<file path="src/rtl/core/hbas_pkg.sv">
// shared types and constants for the h-bridge actuator supervisor
package hbas_pkg;

    localparam int DEFAULT_NUM_ACTUATORS = 7;
    localparam int MAX_ACTUATORS = 16;
    localparam int EXT_W = 5;
    localparam int MASK_W = 7;

    localparam int CMD_W = 2;
    localparam int IDX_PORT_W = 3;
    localparam int CODE_W = 2;
    localparam int TIME_W = 32;
    localparam int VOLT_W = 15;
    localparam int CUR_W = 16;
    localparam int LIMIT_W = 15;
    localparam int STATE_W = 2;
    localparam int CFG_IDX_W = 4;
    localparam int CFG_DATA_W = 15;
    localparam int MS_W = 10;

    localparam logic [CMD_W-1:0] CMD_ACTUATE = 2'd0;
    localparam logic [CMD_W-1:0] CMD_SAMPLE = 2'd1;
    localparam logic [CMD_W-1:0] CMD_TICK = 2'd2;

    localparam logic [STATE_W-1:0] ST_STOPPED = 2'd0;
    localparam logic [STATE_W-1:0] ST_EXTEND = 2'd1;
    localparam logic [STATE_W-1:0] ST_RETRACT = 2'd2;
    localparam logic [STATE_W-1:0] ST_FAULT = 2'd3;

    localparam logic [CFG_IDX_W-1:0] OC_REG_COUNT = 4'd7;
    localparam logic [CFG_IDX_W-1:0] REG_STOP_CURRENT = 4'd7;

    localparam logic [MS_W-1:0] US_PER_MS = 10'd1000;
    localparam logic [LIMIT_W-1:0] LIMIT_RESET = 15'd32767;

    typedef struct packed {
        logic                     tick;
        logic                     cmd_hit;
        logic                     sample_hit;
        logic [CODE_W-1:0]        code;
        logic [TIME_W-1:0]        dur;
        logic [TIME_W-1:0]        now_us;
        logic [TIME_W-1:0]        now_next;
        logic signed [CUR_W-1:0]  cur;
        logic [LIMIT_W-1:0]       stop_level;
    } cell_op_t;

endpackage

</file>
<file path="src/rtl/core/hbas_act_cell.sv">
// per-actuator motion state, stop timer and current checks
module hbas_act_cell (
    input  logic                          clk,
    input  logic                          rst_n,
    input  hbas_pkg::cell_op_t            op,
    input  logic [hbas_pkg::LIMIT_W-1:0]  oc_limit,
    output logic [hbas_pkg::STATE_W-1:0]  state_next,
    output logic                          expired
);
    import hbas_pkg::*;

    logic [STATE_W-1:0] state_reg;
    logic               armed_reg;
    logic               armed_next;
    logic [TIME_W-1:0]  deadline_reg;
    logic [TIME_W-1:0]  deadline_next;
    logic [TIME_W-1:0]  diff;
    logic               over;
    logic               under;
    logic               moving;

    assign diff = op.now_next - deadline_reg;
    assign over = op.cur > $signed({1'b0, oc_limit});
    assign under = op.cur < $signed({1'b0, op.stop_level});
    assign moving = (state_reg == ST_EXTEND) || (state_reg == ST_RETRACT);
    assign expired = op.tick && armed_reg && !diff[TIME_W-1];

    always_comb
    begin
        state_next = state_reg;
        armed_next = armed_reg;
        deadline_next = deadline_reg;
        if (expired)
        begin
            state_next = ST_STOPPED;
            armed_next = 1'b0;
        end
        if (op.cmd_hit)
        begin
            state_next = op.code[0] ? ST_EXTEND : ST_RETRACT;
            if (op.code[1])
            begin
                deadline_next = armed_reg ? (deadline_reg + op.dur) : (op.now_us + op.dur);
                armed_next = 1'b1;
            end
        end
        if (op.sample_hit)
        begin
            if (over)
            begin
                state_next = ST_FAULT;
                armed_next = 1'b0;
            end
            else if (moving && under)
            begin
                state_next = ST_STOPPED;
                armed_next = 1'b0;
            end
        end
    end

    always_ff @(posedge clk or negedge rst_n)
    begin
        if (!rst_n)
        begin
            state_reg <= ST_STOPPED;
            armed_reg <= 1'b0;
        end
        else
        begin
            state_reg <= state_next;
            armed_reg <= armed_next;
        end
    end

    always_ff @(posedge clk)
    begin
        deadline_reg <= deadline_next;
    end

endmodule

</file>
<file path="src/rtl/core/hbridge_actuator_supervisor_core.sv">
// top level of the h-bridge actuator supervisor
// usage:
// - input channel (in_valid/in_ready) takes one item per transaction: an actuate
//   command, a current sample or a one microsecond tick
// - output channel (out_valid/out_ready) gives one result per command, sample
//   and tick; kind 3 items and out-of-range actuators give no result
// - cfg channel (cfg_valid/cfg_ready) writes the per-actuator trip levels and the
//   end-of-travel level; cfg_ready is always high, write only while idle
// - the path from input transaction to result valid is one input register, then
//   the state update and result register
// - throughput is one item per cycle when the output does not stall, set by the
//   single update pass over all actuator cells in parallel
// - when out_ready is low the result register holds and one more item waits in
//   the input register; in_ready drops only when both are full
// - reset stops all actuators, disarms all timers, clears the microsecond clock
//   and sets trip levels to full scale and the end-of-travel level to zero
module hbridge_actuator_supervisor_core #(
    parameter int NUM_ACTUATORS = hbas_pkg::DEFAULT_NUM_ACTUATORS
) (
    input  logic                                clk,
    input  logic                                rst_n,
    input  logic                                in_valid,
    output logic                                in_ready,
    input  logic [hbas_pkg::CMD_W-1:0]          cmd,
    input  logic [hbas_pkg::IDX_PORT_W-1:0]     actuator_index,
    input  logic [hbas_pkg::CODE_W-1:0]         action_code,
    input  logic [hbas_pkg::TIME_W-1:0]         run_ms,
    input  logic [hbas_pkg::VOLT_W-1:0]         bus_voltage_mv,
    input  logic signed [hbas_pkg::CUR_W-1:0]   current_ma,
    output logic                                out_valid,
    input  logic                                out_ready,
    output logic [hbas_pkg::IDX_PORT_W-1:0]     act_index,
    output logic [hbas_pkg::STATE_W-1:0]        act_state,
    output logic                                drive_fwd,
    output logic                                drive_rev,
    output logic [hbas_pkg::MASK_W-1:0]         stopped_mask,
    output logic                                telemetry_valid,
    output logic [hbas_pkg::VOLT_W-1:0]         report_voltage_mv,
    output logic signed [hbas_pkg::CUR_W-1:0]   report_current_ma,
    input  logic                                cfg_valid,
    output logic                                cfg_ready,
    input  logic [hbas_pkg::CFG_IDX_W-1:0]      cfg_index,
    input  logic [hbas_pkg::CFG_DATA_W-1:0]     cfg_data
);
    import hbas_pkg::*;

    localparam int IDX_W = (NUM_ACTUATORS > 1) ? $clog2(NUM_ACTUATORS) : 1;

    // input register
    logic                    s1_valid_reg;
    logic [CMD_W-1:0]        s1_cmd_reg;
    logic [IDX_PORT_W-1:0]   s1_index_reg;
    logic [CODE_W-1:0]       s1_code_reg;
    logic [TIME_W-1:0]       s1_dur_reg;
    logic [VOLT_W-1:0]       s1_volt_reg;
    logic signed [CUR_W-1:0] s1_cur_reg;
    logic [TIME_W+MS_W-1:0]  dur_full;

    // shared state
    logic [TIME_W-1:0]       now_reg;
    logic [TIME_W-1:0]       now_next;
    logic [LIMIT_W-1:0]      oc_limit_reg [NUM_ACTUATORS];
    logic [LIMIT_W-1:0]      stop_current_reg;

    // result register
    logic                    out_valid_reg;
    logic [IDX_PORT_W-1:0]   act_index_reg;
    logic [STATE_W-1:0]      act_state_reg;
    logic [MASK_W-1:0]       stopped_mask_reg;
    logic                    telemetry_valid_reg;
    logic [VOLT_W-1:0]       report_voltage_reg;
    logic signed [CUR_W-1:0] report_current_reg;

    logic                    s2_free;
    logic                    fire;
    logic                    in_take;
    logic                    cfg_take;
    logic [EXT_W-1:0]        idx_ext;
    logic [EXT_W-1:0]        cfg_idx_ext;
    logic                    idx_ok;
    logic                    has_result;
    logic                    is_tick;
    logic [IDX_W-1:0]        sel;
    logic [STATE_W-1:0]      rep_state;
    logic [STATE_W-1:0]      cell_state [NUM_ACTUATORS];
    logic [NUM_ACTUATORS-1:0] cell_expired;
    logic [MASK_W-1:0]       mask_w;
    hbas_pkg::cell_op_t      cell_op [NUM_ACTUATORS];

    logic [IDX_PORT_W-1:0]   res_index;
    logic [STATE_W-1:0]      res_state;
    logic [MASK_W-1:0]       res_mask;
    logic                    res_tv;
    logic [VOLT_W-1:0]       res_volt;
    logic signed [CUR_W-1:0] res_cur;

    assign s2_free = !out_valid_reg || out_ready;
    assign fire = s1_valid_reg && s2_free;
    assign in_ready = !s1_valid_reg || s2_free;
    assign in_take = in_valid && in_ready;
    assign cfg_ready = 1'b1;
    assign cfg_take = cfg_valid && cfg_ready;

    assign dur_full = run_ms * US_PER_MS;

    always_ff @(posedge clk or negedge rst_n)
    begin
        if (!rst_n)
        begin
            s1_valid_reg <= 1'b0;
        end
        else if (in_ready)
        begin
            s1_valid_reg <= in_valid;
        end
    end

    always_ff @(posedge clk)
    begin
        if (in_take)
        begin
            s1_cmd_reg <= cmd;
            s1_index_reg <= actuator_index;
            s1_code_reg <= action_code;
            s1_dur_reg <= dur_full[TIME_W-1:0];
            s1_volt_reg <= bus_voltage_mv;
            s1_cur_reg <= current_ma;
        end
    end

    assign idx_ext = EXT_W'(s1_index_reg);
    assign cfg_idx_ext = EXT_W'(cfg_index);
    assign idx_ok = idx_ext < EXT_W'(NUM_ACTUATORS);
    assign is_tick = s1_cmd_reg == CMD_TICK;
    assign has_result = is_tick
        || (((s1_cmd_reg == CMD_ACTUATE) || (s1_cmd_reg == CMD_SAMPLE)) && idx_ok);
    assign now_next = now_reg + TIME_W'(1);

    always_ff @(posedge clk or negedge rst_n)
    begin
        if (!rst_n)
        begin
            now_reg <= '0;
            stop_current_reg <= '0;
        end
        else
        begin
            if (fire && is_tick)
            begin
                now_reg <= now_next;
            end
            if (cfg_take && (cfg_index == REG_STOP_CURRENT))
            begin
                stop_current_reg <= cfg_data;
            end
        end
    end

    genvar gi;
    generate
        for (gi = 0; gi < NUM_ACTUATORS; gi++)
        begin : g_act
            always_ff @(posedge clk or negedge rst_n)
            begin
                if (!rst_n)
                begin
                    oc_limit_reg[gi] <= LIMIT_RESET;
                end
                else if (cfg_take && (cfg_index < OC_REG_COUNT)
                         && (cfg_idx_ext == EXT_W'(gi)))
                begin
                    oc_limit_reg[gi] <= cfg_data;
                end
            end

            always_comb
            begin
                cell_op[gi].tick = fire && is_tick;
                cell_op[gi].cmd_hit = fire && (s1_cmd_reg == CMD_ACTUATE)
                    && (idx_ext == EXT_W'(gi));
                cell_op[gi].sample_hit = fire && (s1_cmd_reg == CMD_SAMPLE)
                    && (idx_ext == EXT_W'(gi));
                cell_op[gi].code = s1_code_reg;
                cell_op[gi].dur = s1_dur_reg;
                cell_op[gi].now_us = now_reg;
                cell_op[gi].now_next = now_next;
                cell_op[gi].cur = s1_cur_reg;
                cell_op[gi].stop_level = stop_current_reg;
            end

            hbas_act_cell u_cell (
                .clk        (clk),
                .rst_n      (rst_n),
                .op         (cell_op[gi]),
                .oc_limit   (oc_limit_reg[gi]),
                .state_next (cell_state[gi]),
                .expired    (cell_expired[gi])
            );
        end

        for (gi = 0; gi < MASK_W; gi++)
        begin : g_mask
            if (gi < NUM_ACTUATORS)
            begin : g_live
                assign mask_w[gi] = cell_expired[gi];
            end
            else
            begin : g_none
                assign mask_w[gi] = 1'b0;
            end
        end
    endgenerate

    assign sel = idx_ext[IDX_W-1:0];
    assign rep_state = idx_ok ? cell_state[sel] : ST_STOPPED;

    always_comb
    begin
        res_index = '0;
        res_state = ST_STOPPED;
        res_mask = '0;
        res_tv = 1'b0;
        res_volt = '0;
        res_cur = '0;
        unique case (s1_cmd_reg)
            CMD_TICK:
            begin
                res_mask = mask_w;
            end
            CMD_ACTUATE:
            begin
                res_index = s1_index_reg;
                res_state = rep_state;
            end
            CMD_SAMPLE:
            begin
                res_index = s1_index_reg;
                res_state = rep_state;
                res_tv = 1'b1;
                res_volt = s1_volt_reg;
                res_cur = s1_cur_reg;
            end
            default:
            begin
                res_index = '0;
            end
        endcase
    end

    always_ff @(posedge clk or negedge rst_n)
    begin
        if (!rst_n)
        begin
            out_valid_reg <= 1'b0;
        end
        else if (s2_free)
        begin
            out_valid_reg <= s1_valid_reg && has_result;
        end
    end

    always_ff @(posedge clk)
    begin
        if (fire)
        begin
            act_index_reg <= res_index;
            act_state_reg <= res_state;
            stopped_mask_reg <= res_mask;
            telemetry_valid_reg <= res_tv;
            report_voltage_reg <= res_volt;
            report_current_reg <= res_cur;
        end
    end

    assign out_valid = out_valid_reg;
    assign act_index = act_index_reg;
    assign act_state = act_state_reg;
    assign drive_fwd = act_state_reg == ST_EXTEND;
    assign drive_rev = act_state_reg == ST_RETRACT;
    assign stopped_mask = stopped_mask_reg;
    assign telemetry_valid = telemetry_valid_reg;
    assign report_voltage_mv = report_voltage_reg;
    assign report_current_ma = report_current_reg;

endmodule

</file>
<file path="config.mk">
export PLATFORM = sky130hd
export DESIGN_NAME = hbridge_actuator_supervisor_core
export DESIGN_NICKNAME = d
export VERILOG_FILES = /design/src/rtl/core/hbas_pkg.sv /design/src/rtl/core/hbas_act_cell.sv /design/src/rtl/core/hbridge_actuator_supervisor_core.sv
export SDC_FILE = /design/constraint.sdc
export NUM_CORES = 2
export LEC_CHECK = 0
export ABC_AREA = 0
export BUFFER_PORTS_ARGS = -buffer_cell sky130_fd_sc_hd__buf_2
export CAP_MARGIN = 40
export CORE_MARGIN = 1.5
export CORE_UTILIZATION = 40
export DETAILED_ROUTE_END_ITERATION = 7
export GPL_ROUTABILITY_DRIVEN = 0
export PLACE_DENSITY = 0.63
export SLEW_MARGIN = 20
export SYNTH_ARGS = -nofsm -noshare
export SYNTH_HDL_FRONTEND = slang
export SYNTH_SLANG_ARGS = --single-unit
</file>
<file path="constraint.sdc">
create_clock -name clk -period 10 [get_ports clk]
set_input_delay 2 -clock clk [delete_from_list [all_inputs] [get_ports clk]]
set_output_delay 2 -clock clk [all_outputs]
set_load 0.01 [all_outputs]
</file>
==> results.cfg <==
[worst_setup_path]
crit_required_ns = 10.52
worstSetupStartpointType = flop
crit_path_end_kind = flop
crit_fanout = 18
cp.arrival_ns = 8.45
worstSetupPathType = reg -> reg

[sta]
setup_tns_ns = 0
fin_ws_ns = 2.07
skew_ns = 0.0837
slew_headroom_pct = 36.6
worst_pin_slew_ns = 0.940
finalCriticalPeriod_ns = 7.93
finalSetupViolCount = 0
fin_crit_sh_pct = 79.3
grt_setup_unrepaired = false
hold_viol_final = 0
fmax_mhz = 126
slew_violations = 0

[synth]
synth_top_area_share_pct = 23.4
synthesis.nets = 5274
dominantRegCellSynth = edfxtp_1
synth_top_area_cell = edfxtp_1
synth_cell_type_count = 90
synthTopCellsByArea = edfxtp_1 23%, ha_1 18%, dfstp_2 6.4%
synth_most_common_cell = ha_1
synth_seq_area_share_pct = 33.9
syn_area_per_cell_um2 = 9.61
synth_edf_count = 335
synthArstFlopShare_pct = 34.3
ys_ff_latch = 510
synthTopCellsByCount = 610 x ha_1, 532 x inv_1, 349 x nand2_1
yosysWarnings = 0
synth_cells = 4471
synth_area_um2 = 43000

[floorplan]
initial_utilization_pct = 40.3
num_rows = 120
io_pins = 143
die_h_um = 331
die_w_um = 331
core_area_um2 = 107000
die_area_um2 = 109000

[place]
dp_worst_setup_slack_ns = 2.13
portBuffers = 138
hpwlAfterDp_um = 93500

[clock_network]
cts_sinks = 510
cts_tree = yes
hold_buffers = 0
cts_resized = 0
cts_root_buf = clkbuf_16
path_clk_slew_ns = 0.06
post_cts_buffers = 0
htree_levels = 2
clock_path_buffers = 3
clock_latency_ns = 0.71
cts_buffers = 58

[worst_hold_path]
hold_class = reg -> reg

[layout]
fin_nets = 5469
largest_reg_flops = 224
syn2layout_area_growth_pct = 11.4
layout-drive-gt1-share_pct = 11.9

[detailed_routing]
vias = 33761
ant_nets = 0
wl_per_cell_um = 20.0
route.detailed.drc = 0
vias_per_cell = 5.52
first_pass_iters = 5
totalWireLength_um = 122000
drtIter0Drc = 2859

[power]
power_mw = 11.5
power_density_nw_per_um2 = 239
peakVddDrop_mv = 0.181
leakagePower_nw = 21.9

[run_status]
status = finished clean

[grt]
grt_max_degree = 66
track_usage_pct = 22.3
grt_overflow = 0
grt_pass1_vias = 32391
grt_pass1_wl_um = 189000
antenna_found_initial = 2

[job]
drv_cap = 0
layout make-up:
type / count / area [um^2]
fillers: 10085 / 58900
multi-input cells: 3328 / 26100
flip-flops and latches: 510 / 14600
inverters: 532 / 2000
well taps: 1403 / 1760
clock buffers: 74 / 1590
repair buffers: 236 / 1470
clock inverters: 36 / 404
diodes: 1 / 2.50
layer usage:
| layer | vias to the layer above | track usage (%) | wire length [um] |
|---|---|---|---|
| met5 | - | 0 | 12 |
| met4 | 2 | 5.64 | 2970 |
| met3 | 170 | 3.08 | 8370 |
| met2 | 1007 | 34.8 | 54100 |
| met1 | 16160 | 32.3 | 56900 |
| li1 | 16422 | - | - |
path summary, 6_finish.rpt:
check	from	endpoint	slack, ns	cells past startpoint
min in group asynchronous	rst_n	g_act[0].u_cell.state_reg[0]	1.33	1
hold / removal	oc_limit_reg[26]	oc_limit_reg[26]	0.50	2
max in group asynchronous	rst_n	stop_current_reg[6]	7.57	2
setup reg to reg	now_reg[0]	act_state[0]	2.07	23
setup / recovery	now_reg[0]	act_state[0]	2.07	23
hold reg to reg	oc_limit_reg[26]	oc_limit_reg[26]	0.50	2
kinds of logic after synthesis:
kind of cell    Yosys count  synth area share [%]
compound gates         1139                  16.8
xor+xnor                295                  6.14
fa+ha+maj               709                  22.4
buf+inv                 633                  5.56
flops                   510                  33.9
mux                     115                  2.89
other cells               1               0.00873
simple gates           1069                  12.4
stage by stage:
| step | cells | utilization [%] | instance area (um^2) | hold slack [ns] |
|---|---|---|---|---|
| finish | 6120 | 44.8 | 47900 | 0.501 |
| detailed placement | 6006 | 42.9 | 45800 | 0.495 |
| CTS | 6116 | 44.8 | 47800 | 0.506 |
| global placement | 5979 | 42.7 | 45600 | 0.490 |
| floorplan | 4471 | - | 43000 | 0.478 |
| global route | 6119 | 44.8 | 47800 | 0.520 |
power breakdown:
group          internal [mW]  switching (mW)
registers               2.83           0.265
logic                   2.55            3.55
clock network           1.27           0.989
layout by cell type (no fill, tap or decap), drive strengths merged, types with 27 or more instances in the layout:
| cell type | n |
|---|---|
| ha | 610 |
| inv | 536 |
| nand2 | 349 |
| o21ai | 345 |
| edfxtp | 335 |
| a21oi | 272 |
| buf | 233 |
| nor2 | 201 |
| xnor2 | 188 |
| a21o | 163 |
| dfstp | 105 |
| xor2 | 103 |
| fa | 99 |
| nand3 | 84 |
| clkbuf | 77 |
| nor2b | 74 |
| dfrtp | 70 |
| nand4 | 61 |
| mux2 | 61 |
| nor3 | 58 |
| o21a | 56 |
| mux2i | 54 |
| and2 | 45 |
| nand2b | 43 |
| a211oi | 38 |
| o21bai | 35 |
| or3 | 29 |
| o211ai | 28 |
| and3 | 27 |
critical path, cell delays in order, from the launching register on:
cell and delay [ns]:
dfrtp_1 0.72, ha_1 0.31, nand3_1 0.17, nor3_1 0.72, nand3_1 0.29, or2_2 0.40
nor2_1 0.22, nand3_1 0.23, nor2_1 0.52, nand2_1 0.15, xnor2_1 0.42, clkbuf_2 0.29
buf_4 0.19, ha_1 0.15, nand4_1 0.18, nor3_1 0.38, nand4_1 0.35, a311oi_1 0.78
o21ai_0 0.17, nand4b_1 0.30, nand4_1 0.19, a31o_1 0.25, a41o_1 0.23, a32oi_1 0.19
No activity file was read; power rests on OpenSTA's default activity.
